## src/rtl/pcfl_fifo.sv

```systemverilog
// ----------------------------------------------------------------------------
// pcfl_fifo
// Small register queue with full and empty flags.
// ----------------------------------------------------------------------------
module pcfl_fifo #(
	parameter int WIDTH = 8,
	parameter int DEPTH = 2
) (
	input  logic             clk,
	input  logic             arst_n,
	input  logic             push,
	input  logic [WIDTH-1:0] wdata,
	output logic             full,
	input  logic             pop,
	output logic [WIDTH-1:0] rdata,
	output logic             empty
);

	localparam int PTR_W = (DEPTH > 1) ? $clog2(DEPTH) : 1;
	localparam int CNT_W = $clog2(DEPTH + 1);
	localparam logic [PTR_W-1:0] LAST = PTR_W'(DEPTH - 1);

	logic [WIDTH-1:0] slot_q [DEPTH];
	logic [PTR_W-1:0] wr_ptr_q;
	logic [PTR_W-1:0] rd_ptr_q;
	logic [CNT_W-1:0] count_q;
	logic             do_push;
	logic             do_pop;

	assign full    = (count_q == CNT_W'(DEPTH));
	assign empty   = (count_q == '0);
	assign do_push = push && !full;
	assign do_pop  = pop && !empty;
	assign rdata   = slot_q[rd_ptr_q];

	always_ff @(posedge clk) begin
		if (do_push) begin
			slot_q[wr_ptr_q] <= wdata;
		end
	end

	always_ff @(posedge clk or negedge arst_n) begin
		if (!arst_n) begin
			wr_ptr_q <= '0;
			rd_ptr_q <= '0;
			count_q  <= '0;
		end else begin
			if (do_push) begin
				wr_ptr_q <= (wr_ptr_q == LAST) ? '0 : wr_ptr_q + 1'b1;
			end
			if (do_pop) begin
				rd_ptr_q <= (rd_ptr_q == LAST) ? '0 : rd_ptr_q + 1'b1;
			end
			if (do_push && !do_pop) begin
				count_q <= count_q + 1'b1;
			end else if (do_pop && !do_push) begin
				count_q <= count_q - 1'b1;
			end
		end
	end

endmodule

```

## config.mk

```make
export PLATFORM = sky130hd
export DESIGN_NAME = pcfl_fifo
export DESIGN_NICKNAME = d
export VERILOG_FILES = /design/src/rtl/pcfl_fifo.sv
export SDC_FILE = /design/constraint.sdc
export NUM_CORES = 1
export LEC_CHECK = 0
export BUFFER_PORTS_ARGS = -buffer_cell sky130_fd_sc_hd__buf_4
export CAP_MARGIN = 20
export CORE_UTILIZATION = 47
export DETAILED_ROUTE_END_ITERATION = 10
export PLACE_DENSITY = 0.73
export SYNTH_ARGS = -nofsm -noshare
export SYNTH_HDL_FRONTEND = slang
export SYNTH_SLANG_ARGS = --single-unit
```

## constraint.sdc

```tcl
create_clock -name clk -period 1.7 [get_ports clk]
set_input_delay 0.255 -clock clk [delete_from_list [all_inputs] [get_ports clk]]
set_output_delay 0.255 -clock clk [all_outputs]
set_load 0.05 [all_outputs]
```

* Word-level counts from Yosys, hierarchy flattened
Memory sizes are Yosys's and may differ from the RTL's.
Index checks and enable logic that the tools add are counted.
** Word-level totals
- Bits in writable memories :: 16
- Output and inout bits :: 10
- Logic and storage cells :: 25
- Bits in latches :: 0
- ROM bits :: 0
- Bits in registers :: 4
- Memories :: 1
- Bits of input ports :: 12
** Operators by class
- Bitwise operators :: 0
- Muxes and demuxes :: 6
- Order comparisons :: 0
- Reductions and logical operators :: 10
- Multiply operators :: 0
- $add $sub $neg :: 4
- Equal/unequal tests :: 1
- Div/mod/pow operators :: 0
- Shift operators :: 0
** Memory list
- slot_q :: depth 2, bits a word 8, rd ports 1, clocked after Yosys merged registers in 0, write ports 1, RTL line 23 : logic [WIDTH-1:0] slot_q [DEPTH];
** Operators with widths (count)
- logical AND 1 bit :: 4
- zero test 1 bit :: 4
- 2-to-1 mux 1 bit :: 4
- 2-to-1 mux 2 bit :: 2
- adder 1 bit (second input constant) :: 2
- adder 2 x 1 -> 2 bit (second input constant) :: 1
- equality test 2 bit (second input constant) :: 1
- zero test 2 bit :: 1
- nonzero test 2 bit :: 1
- subtractor 2 x 1 -> 2 bit (second input constant) :: 1

* Logic depth before layout (Yosys ltp)
- Depth after elaboration :: 7
- Gate-level depth with buffers :: 7
- Gate-level depth less buffers :: 7

* Worst setup path after synthesis
No wires, ideal clock.
- Path type :: reg-to-reg
- Start :: register count_q[0]
- End :: memory slot_q[0][0], enable pin
- Setup time :: 0.370 ns
- Required time :: 1.330 ns
- Stages on the path, launching flop included :: 4
- Buffers on the path :: 0
- Period minus slack after synthesis :: 1.392 ns
- Setup slack :: 0.308 ns
- Data arrival time :: 1.022 ns
- Cells stage by stage :: dfrtp_1 > nand2b_1 > nand2_2 > nor2_1
** Between the ends
- Longest elaborated chain between the ends :: 5
** Ends and longest elaborated chain
- start: declaration :: RTL line 26 : logic [CNT_W-1:0] count_q;
- start signal: assignment :: RTL line 55 : count_q <= count_q + 1'b1;
- start signal: assignment :: RTL line 57 : count_q <= count_q - 1'b1;
- equality test 2 bit :: RTL line 30 : assign full = (count_q == CNT_W'(DEPTH));
- zero test 1 bit :: RTL line 32 : assign do_push = push && !full;
- logical AND 1 bit :: RTL line 32
- 2-to-1 mux 1 bit :: RTL line 37 : if (do_push) begin
- 2-to-1 mux 1 bit (not written as such) :: RTL line 38 : slot_q[wr_ptr_q] <= wdata;
- end: declaration :: RTL line 23
No other way between the ends.

* Worst setup path after layout
- Start :: register rd_ptr_q
- End :: output rdata[7]
** Between the ends
- Longest elaborated chain between the ends :: 1
** Ends and longest elaborated chain
- start: declaration :: RTL line 25 : logic [PTR_W-1:0] rd_ptr_q;
- start signal: assignment :: RTL line 52 : rd_ptr_q <= (rd_ptr_q == LAST) ? '0 : rd_ptr_q + 1'b1;
- memory (2 x 8 bit)
- end: declaration :: RTL line 15 : output logic [WIDTH-1:0] rdata,
No other way between the ends.

==> results_dict.tcl <==
set metrics [dict create \
    synth-async-reset-ratio_pct 20.0 \
    path_class "reg -> out" \
    fin_tns_setup_ns 0 \
    wl_per_cell_um 13.3 \
    numCtsBuffers 3 \
    ir_drop_mv 1.17 \
    die-height_um 42.8 \
    crit_family "flip-flops" \
    path_cells "mux2_2 > buf_4" \
    drtAntennaViolNets 0 \
    finalHoldViolCount 0 \
    worstMarginPinSlew_ns 0.425 \
    synthFlopType "edfxtp_1" \
    yosysTopAreaCellShare_pct 61.4 \
    max_clock_freq_ghz 0.623 \
    io_buffers 21 \
    antenna-diode-count 0 \
    crit_arrival_ns 1.35 \
    gp_congestion 0.645 \
    maxSlewViolCount 0 \
    leakage_uw 0.000420 \
    yosysWarnings 0 \
    first_pass_iters 2 \
    syn_inst 44 \
    crit_path_max_incr_delay_ns 0.51 \
    antenna_found_initial 0 \
    crit_required_ns 1.44 \
    worst_slack_ns 0.0957 \
    wirelength_um 1160 \
    finClkSkew_ns 0.00178 \
    cts_max_level 1 \
    synth_seq_cells 20 \
    area_growth_syn_to_layout_pct 28.8 \
    drt-initial-drc-count 10 \
    cp_max_fo 9 \
    clock_sinks 20 \
    rsz0062_at_grt "no" \
    synth_common_cells "edfxtp_1 (16), mux2_1 (6), dfrtp_1 (4), nor2_1 (3)" \
    netlist_area_um2 782 \
    routed_via_density 5.02 \
    total_power_uw 1950 \
    period_minus_slack_ns 1.60 \
    die-area_mm2 0.00183 \
    relSlewSlack_pct 71.7 \
    core_mm2 0.00152 \
    initial_utilization_pct 51.3 \
    p_clk_share_pct 11.2 \
    synth_nets 57 \
    drc 0 \
    layout-drive-gt1-share_pct 43.7 \
    p_comb_share_pct 48.0 \
    cts_tree "yes" \
    grt_pass1_vias 451 \
    synth.most_common_cell "edfxtp_1" \
    synth.distinct_cells 15 \
    critPathBufInv 1 \
    cts.path.max_buffers 2 \
    grt_use_total_pct 15.0 \
    intPower_uw 1120 \
    cp-end-kind "primary output" \
    post_cts_buffers 0 \
    synth_area_leaders "edfxtp_1 (61%), dfrtp_1 (13%), mux2_1 (8.6%)" \
    ff2ff_setup_slack_ns 0.22 \
    status "complete, no violations" \
    path_clk_slew_ns 0.10 \
    hpwl_um 839 \
    setup_viol 0 \
    yosysTopAreaCell "edfxtp_1" \
    slowest_stage "dfrtp_2" \
    die_w_um 42.8 \
    hp-class "in -> reg" \
    pin_count 22 \
    overflow 0 \
    p_seq_share_pct 40.7 \
    syn_area_per_cell_um2 17.8 \
    final_nets 85 \
    fin_crit_sh_pct 94.4 \
    clk-insertion-delay-late_ns 0.29 \
    p_sw_uw 832 \
    powerDensity_mw_per_mm2 1940 \
    grt_pass1_wl_um 1900 \
    p_sw_share_pct 42.7 \
    rows 14 \
    cap_violations 0 \
    critPathLaunchType "flop" \
    cts_root_buf "clkbuf_4" \
    num_vias 437 \
    dp_slack_ns 0.213 \
    ys_seq_area_share_pct 74.2 \
    grt_max_degree 12 \
    synth_edf_count 16 \
]
-- sequential cells by signal (all words and copies together) (netlist names) --
| name | count |
|---|---|
| rd_ptr_q | 1 |
| slot_q | 16 |
| wr_ptr_q | 1 |
| count_q | 2 |
-- cell families (layout without fill, tap and decap cells) --
group	after synthesis	in the layout	synth area share (%)
DFF	20	20	74.2
muxes	8	8	11.5
and+or+nand+nor	6	6	3.84
xor gates and xnor gates	5	5	6.56
buffers and inverters	3	30	1.60
adders and majority gates	1	1	1.60
AOI/OAI and AO/OA	1	1	0.639
-- per-layer routing --
metal / GRT usage [%] / wire length [um] / share of wire, %
met1: 16.0 / 485 / 42
met2: 25.8 / 604 / 52
met3: 5.53 / 50 / 4.3
met4: 7.50 / 15 / 1.3
met5: 0 / 0 / 0
-- stage by stage --
stage                     instance area [um^2]  cells  hold WS, ns  utilization, %
after global routing                      1010     87        0.111            66.1
final                                     1010     87        0.140            66.1
after floorplan                            782     44      -0.0406               -
after global placement                     970     82       0.0553            63.6
after detailed placement                   970     82       0.0556            63.6
after CTS                                 1010     87        0.133            66.1
-- cell usage in the layout, fill, tap and decap left out, types with 2 or more instances in the layout --
cell / count
buf_4: 23
edfxtp_1: 16
mux2_1: 6
nor2_1: 3
clkbuf_4: 3
dfrtp_1: 3
mux2_2: 2
inv_1: 2
xnor2_1: 2
xor2_1: 2
-- worst paths after layout --
path / startpoint / end / depth (start not counted)
min in group asynchronous: arst_n / count_q[0] / 2
worst min register to register: wr_ptr_q / wr_ptr_q / 1
worst min-delay path: wdata[2] / slot_q[1][2] / 1
worst max-delay path: rd_ptr_q / rdata[7] / 2
max in group asynchronous: arst_n / rd_ptr_q / 2
worst max register to register: count_q[0] / count_q[1] / 7
-- power groups by stage --
stage / sequential [uW] / clock [uW] / combinational [uW]
2_1_floorplan: 746 / 0 / 724
3_3_place_gp: 797 / 0 / 932
3_5_place_dp: 805 / 0 / 939
4_1_cts: 798 / 224 / 944
5_1_grt: 812 / 246 / 987
6_report: 794 / 219 / 936
-- layout make-up --
class                           count  area [um^2]
Inverter                            2         7.51
Clock buffer                        3         22.5
Sequential cell                    20          582
Timing Repair Buffer               24          183
Tap cell                           16         20.0
Clock inverter                      1         3.75
Multi-Input combinational cell     21          189
Fill cell                         113          517
-- what timing repair did --
action                                  4_1_cts  5_1_grt
endpoints found under the setup margin        8        0
hold buffers                                  1        0
endpoints found under the hold margin         4        0
resized for setup                             1        0
(Power assumes the default switching activity.)
