$ cat src/rtl/pcfl_pkg.sv
// ----------------------------------------------------------------------------
// pcfl_pkg
// Shared types and codes of the per-CPU page free-list allocator.
// ----------------------------------------------------------------------------
package pcfl_pkg;

	// command codes
	localparam logic [1:0] CMD_ALLOC = 2'd0;
	localparam logic [1:0] CMD_FREE  = 2'd1;
	localparam logic [1:0] CMD_INIT  = 2'd2;

	// result status codes
	localparam logic [1:0] ST_OK     = 2'd0;
	localparam logic [1:0] ST_NOMEM  = 2'd1;
	localparam logic [1:0] ST_REJECT = 2'd2;

	// classified operation kinds passed from front to back
	localparam logic [1:0] K_REPORT = 2'd0;
	localparam logic [1:0] K_PUSH   = 2'd1;
	localparam logic [1:0] K_ALLOC  = 2'd2;
	localparam logic [1:0] K_INIT   = 2'd3;

	// configuration register indexes
	localparam int          CFG_IDX_W   = 1;
	localparam logic [0:0]  CFG_MEM_BASE = 1'd0;
	localparam logic [0:0]  CFG_MEM_TOP  = 1'd1;

	localparam logic [31:0] MEM_BASE_RST = 32'h8000_0000;
	localparam logic [31:0] MEM_TOP_RST  = 32'h8800_0000;

	typedef struct packed {
		logic [1:0]  command;
		logic [2:0]  cpu_id;
		logic [31:0] page_address;
	} item_t;

	typedef struct packed {
		logic [1:0]  status;
		logic [31:0] granted_address;
		logic [2:0]  source_cpu;
	} result_t;

endpackage

$ cat src/rtl/pcfl_front.sv
// ----------------------------------------------------------------------------
// pcfl_front
// Classifies a request: folds the CPU index, checks a freed address and
// turns it into a page number, and sizes an init range in pages.
// ----------------------------------------------------------------------------
module pcfl_front #(
	parameter int NUM_CPUS   = 8,
	parameter int MAX_PAGES  = 32768,
	parameter int PAGE_BYTES = 4096
) (
	input  pcfl_pkg::item_t  item,
	input  logic [31:0]      mem_base,
	input  logic [31:0]      mem_top,
	input  logic [32:0]      base,
	output logic [4+((NUM_CPUS > 1) ? $clog2(NUM_CPUS) : 1)+$clog2(MAX_PAGES+1)-1:0] op_data
);

	localparam int CW = (NUM_CPUS > 1) ? $clog2(NUM_CPUS) : 1;
	localparam int PW = $clog2(MAX_PAGES + 1);
	localparam int SH = $clog2(PAGE_BYTES);

	typedef struct packed {
		logic [1:0]    kind;
		logic [1:0]    status;
		logic [CW-1:0] cpu;
		logic [PW-1:0] page;
	} op_t;

	op_t         op;
	logic [6:0]  cpu_fold;
	logic        aligned;
	logic        in_range;
	logic [33:0] page_idx;
	logic        idx_ok;
	logic        top_ok;
	logic [33:0] span;
	logic [PW-1:0] init_cnt;

	// fold cpu_id into the CPU range by repeated subtraction
	always_comb begin
		cpu_fold = 7'(item.cpu_id);
		for (int i = 0; i < 7; i++) begin
			if (cpu_fold >= 7'(NUM_CPUS)) begin
				cpu_fold = cpu_fold - 7'(NUM_CPUS);
			end
		end
	end

	assign aligned  = (item.page_address[SH-1:0] == '0);
	assign in_range = (item.page_address >= mem_base) && (item.page_address < mem_top);
	assign page_idx = 34'(item.page_address[31:SH]) - 34'(base[32:SH]);
	assign idx_ok   = (page_idx < 34'(MAX_PAGES));

	// base is page aligned, so whole pages below the top is a difference of page numbers
	assign top_ok = ({1'b0, mem_top} >= base);
	assign span   = 34'(mem_top[31:SH]) - 34'(base[32:SH]);
	always_comb begin
		if (!top_ok) begin
			init_cnt = '0;
		end else if (span > 34'(MAX_PAGES)) begin
			init_cnt = PW'(MAX_PAGES);
		end else begin
			init_cnt = PW'(span);
		end
	end

	always_comb begin
		op.kind   = pcfl_pkg::K_REPORT;
		op.status = pcfl_pkg::ST_OK;
		op.cpu    = cpu_fold[CW-1:0];
		op.page   = '0;
		case (item.command)
			pcfl_pkg::CMD_ALLOC: begin
				op.kind = pcfl_pkg::K_ALLOC;
			end
			pcfl_pkg::CMD_FREE: begin
				if (aligned && in_range && idx_ok) begin
					op.kind = pcfl_pkg::K_PUSH;
					op.page = PW'(page_idx);
				end else begin
					op.status = pcfl_pkg::ST_REJECT;
				end
			end
			pcfl_pkg::CMD_INIT: begin
				op.kind = pcfl_pkg::K_INIT;
				op.page = init_cnt;
			end
			default: begin
				op.kind = pcfl_pkg::K_REPORT;
			end
		endcase
	end

	assign op_data = op;

endmodule

$ cat config.mk
export PLATFORM = sky130hd
export DESIGN_NAME = pcfl_front
export DESIGN_NICKNAME = d
export VERILOG_FILES = /design/src/rtl/pcfl_pkg.sv /design/src/rtl/pcfl_front.sv
export SDC_FILE = /design/constraint.sdc
export NUM_CORES = 1
export LEC_CHECK = 0
export ABC_AREA = 1
export BUFFER_PORTS_ARGS = -buffer_cell sky130_fd_sc_hd__buf_2
export CAP_MARGIN = 25
export CORE_ASPECT_RATIO = 1.1
export CORE_MARGIN = 4
export CORE_UTILIZATION = 30
export DETAILED_ROUTE_END_ITERATION = 10
export GPL_ROUTABILITY_DRIVEN = 0
export PLACE_DENSITY_LB_ADDON = 0.1
export RECOVER_POWER = 50
export SYNTH_ARGS = -nofsm -noshare
export SYNTH_HDL_FRONTEND = slang
export SYNTH_SLANG_ARGS = --single-unit
export TNS_END_PERCENT = 10
$ cat constraint.sdc
create_clock -name vclk -period 4.7
set_input_delay 0.47 -clock vclk [all_inputs]
set_output_delay 0.47 -clock vclk [all_outputs]
set_load 0.005 [all_outputs]
# Word level (Yosys, flattened, before mapping)
# Index checks and enable logic that the tools add are counted.
[totals]
ff_bits = 0
in_bits = 134
output_inout_bits = 23
[classes]
eq_ne = 2
n_addsub = 2
n_mux = 8
order_cmp = 5
reduce_logical = 5
[ops]
columns = ["cell", "n"]
rows = [
  ["$mux W16", 3],
  ["$sub A20 B21 Y22", 2],
  ["$gt A34 B16 Y1 const B", 1],
  ["$lt A34 B16 Y1 const B", 1],
  ["$ge A32 B33 Y1", 1],
  ["$ge A32 B32 Y1", 1],
  ["$lt A32 B32 Y1", 1],
  ["$pmux W16 S2", 1],
  ["$logic_not A12 Y1", 1],
  ["$pmux W2 S3", 1],
  ["$mux W2", 2],
  ["$logic_and A1 B1 Y1", 3],
  ["$eq A2 B1 Y1 const B", 1],
  ["$eq A2 B2 Y1 const B", 1],
  ["$logic_not A2 Y1", 1],
  ["$mux W1", 1],
]

# Depth between registers and ports, before layout
[logic_depth]
ltp_word = 6
mapped_depth = 18
mapped_depth_nobuf = 18

# Worst setup path before layout
# No wires, ideal clock.
[synth_timing]
path_kind = "input to output"
from = "in mem_top[12]"
to = "out op_data[13] in the netlist's numbering"
arrival_ns = 2.369
t_required_ns = 4.230
cell_stages = 18
path_slack_ns = 1.861
n_path_buf = 1
cell_sequence = "inv_1 -> ha_1 -> inv_1 -> fa_1 -> nand3_1 -> nand3_2 -> nand2_1 -> nand2_1 -> nand3_1 -> nand2_1 -> nand2_1 -> nand2_1 -> a21oi_2 -> nand2_2 -> nor2_8 -> buf_6 -> nand4_1 -> a21oi_1"
[synth_between]
elab_chain_len = 6
[synth_lines]
columns = ["element", "line_no", "source"]
rows = [
  ["start, declared", "pcfl_front.sv:13", "input logic [31:0] mem_top,"],
  ["parallel branches: the longest is 5 deep, another holds $gt A34 B16 Y1", "--", ""],
  ["$pmux W16 S2 (*)", "pcfl_front.sv:72", "case (item.command)"],
  ["end, declared", "pcfl_front.sv:15", "output logic [4+((NUM_CPUS > 1) ? $clog2(NUM_CPUS) : 1)+$clog2(MAX_PAGES+1)-1:0] op_data"],
]
# Every way passes the cells marked *.

# Worst setup path after layout
[layout_timing]
from = "in item[12] in the netlist's numbering"
to = "out op_data[1] in the netlist's numbering"
[layout_between]
elab_chain_len = 6
[layout_lines]
columns = ["element", "line_no", "source"]
rows = [
  ["start, declared", "pcfl_front.sv:11", "input pcfl_pkg::item_t item,"],
  ["parallel branches: the longest is 4 deep, another holds $lt A34 B16 Y1", "--", ""],
  ["$mux W16 (*)", "pcfl_front.sv:77", "if (aligned && in_range && idx_ok) begin"],
  ["$pmux W16 S2 (*)", "pcfl_front.sv:72", ""],
]
# Marks and branches as above.

==> results.py <==
metrics = {
    "run_status": {
        "status": "finished, final reports clean",
    },
    "critical_path": {
        "cp-end-kind": "output port",
        "worstPathMaxFanout": 16,
        "path_class": "in -> out",
        "cp.required_ns": 4.23,
        "arrival_ns": 3.11,
        "cp_slowest_stage_delay_ns": 0.43,
        "crit_chain": "buf_2 -> inv_1 -> ha_1 -> inv_1 -> fa_1 -> nand3_1 -> nand3_1 -> nand2_1 -> nand3_1 -> nand3b_1 -> nand3b_1 -> nand2_1 -> nand2_1 -> nor2_4 -> nand4_1 -> a21oi_1 -> buf_2",
        "cp_slowest_cell": "fa_1",
        "startpoint_type": "input port",
    },
    "synth": {
        "synth_commonest_cells": "nand2_1 (284), inv_1 (209), ha_1 (120), a21oi_1 (86), nor2_1 (76)",
        "netlist_instances": 993,
        "synthMostInstantiatedCell": "nand2_1",
        "synth-compound-area-share": 0.122,
        "muxShareOfSynthArea": 0,
        "synth.top_cell.area_share": 0.272,
        "ys_seq_area_frac": 0,
        "syn_avg_cell_area_um2": 5.56,
        "synth_top_family_by_area": "simple AND/OR/NAND/NOR gates",
        "ys_types": 36,
        "synth_area_mm2": 0.00552,
        "yosys.area_share.simple": 0.411,
        "post-synth-top-area-cell": "ha_1",
        "synth_area_leaders": "ha_1 (27%), nand2_1 (19%), inv_1 (14%), a21oi_1 (7.8%), nand4_1 (5.2%)",
        "synth_fp_nets": 1249,
        "synthAdderAreaFrac": 0.279,
        "yosys.area_share.xor_xnor": 0.0254,
        "yosys_warnings": 0,
    },
    "timing": {
        "period_minus_slack_ns": 3.58,
        "worst_pin_slew_ns": 0.576,
        "hold_violations": 0,
        "fmax_ghz": 0.279,
        "rsz0062_at_grt": "no",
        "drv_slew": 0,
        "slew_headroom": 0.616,
        "fin_crit_sh": 0.762,
        "fin_hold_ws_ns": 0.940,
        "final-setup-viol-count": 0,
        "fin_tns_setup_ns": 0,
    },
    "drt": {
        "postRouteAntennaNets": 0,
        "via_per_inst": 4.67,
        "vias": 6399,
        "post_drt_wl_per_cell_um": 14.4,
        "drt-initial-drc-count": 339,
        "drcViolationCount": 0,
        "drt-pass1-iter-count": 5,
        "routed_wirelength_mm": 19.8,
    },
    "power_and_ir_drop": {
        "p_leak_nw": 3.95,
        "peakVddDrop_v": 0.0000311,
        "p_per_area_mw_per_mm2": 104,
    },
    "global_route": {
        "antenna_found_initial": 0,
        "grt_pass1_vias": 6195,
        "grt_max_degree": 18,
        "grt_usage": 0.186,
        "grt_pass1_wl_mm": 30.9,
        "grt_overflow": 0,
    },
    "clocking": {
        "ctsHoldBuffers": 0,
        "post_cts_buffers": 0,
        "ctsResizeCount": 0,
    },
    "final_layout": {
        "drive_gt1_frac": 0.165,
        "seq_area_um2": 0,
        "nFlopsAndLatches": 0,
        "syn2layout_area_growth_pct": 17.2,
        "nets": 1389,
        "antenna_cells": 0,
        "clkbuf_count": 0,
    },
    "floorplanning": {
        "num_rows": 51,
        "die_h_um": 150,
        "initial_core_util": 0.309,
        "dieArea_mm2": 0.0206,
        "core_mm2": 0.0179,
        "io_pins": 157,
        "die_w_um": 137,
    },
    "worst_hold_path": {
        "hold_depth": 0,
        "hp-class": "in -> out",
    },
    "placed_design": {
        "io_buffers": 150,
        "hpwl_mm": 18.1,
    },
    "run": {
        "max_cap_viol_count": 0,
    },
}
[layer usage]
layer  up-vias  global-route usage  wire (um)
met5         -                   0          0
met4         0              0.0359        463
met3        18             0.00802        952
met2       152               0.338       9400
met1      2770               0.243       8960
li1       3459                   -          -
[critical path: cells and delay by family]
family / cells / cell delay, ns
and+or+nand+nor: 10 / 1.30
adders and majority gates: 2 / 0.61
buffers and inverters: 4 / 0.44
AOI/OAI and AO/OA: 1 / 0.29
[logic make-up after synthesis]
family	Yosys count
simple gates	503
compound gates	125
buf+inv	226
other cells	1
fa+ha+maj	122
xor+xnor	16
[metrics by stage]
stage	cell area, um^2	setup WS [ns]	total power (W)	instances	utilization
2_1_floorplan	5520	1.86	0.000462	993	-
3_3_place_gp	6480	1.23	0.000680	1369	0.363
3_5_place_dp	6480	1.22	0.000675	1369	0.363
4_1_cts	6480	1.21	0.000679	1369	0.363
5_1_grt	6470	0.822	0.000774	1369	0.362
6_report	6470	1.12	0.000675	1369	0.362
[layout make-up]
type	instances	area [um^2]
fillers	2140	11400
inverters	214	803
multi-input cells	767	4620
well taps	238	298
repair buffers	150	743
[cell usage in the layout (no fill, tap or decap), drive strengths merged]
master / instances
a21oi: 89
o21bai: 5
o21ai: 20
o21a: 6
and2: 2
ha: 120
nor4: 5
nor2: 88
nand4: 47
o211ai: 2
nand2: 298
fa: 2
buf: 144
xor2: 9
nand3b: 4
nor3b: 1
a31oi: 3
conb: 1
clkbuf: 6
inv: 214
nand3: 47
nor3: 11
xnor2: 7
[worst paths after layout]
| path | startpoint | to |
|---|---|---|
| hold / removal | item[33] | op_data[17] |
| setup / recovery | item[12] | op_data[1] |
[report_power, final]
part	internal [W]	switching [W]
Combinational	0.000243	0.000432
Sequential	0	0
Clock	0	0
Power figures use the tool's default switching activity.
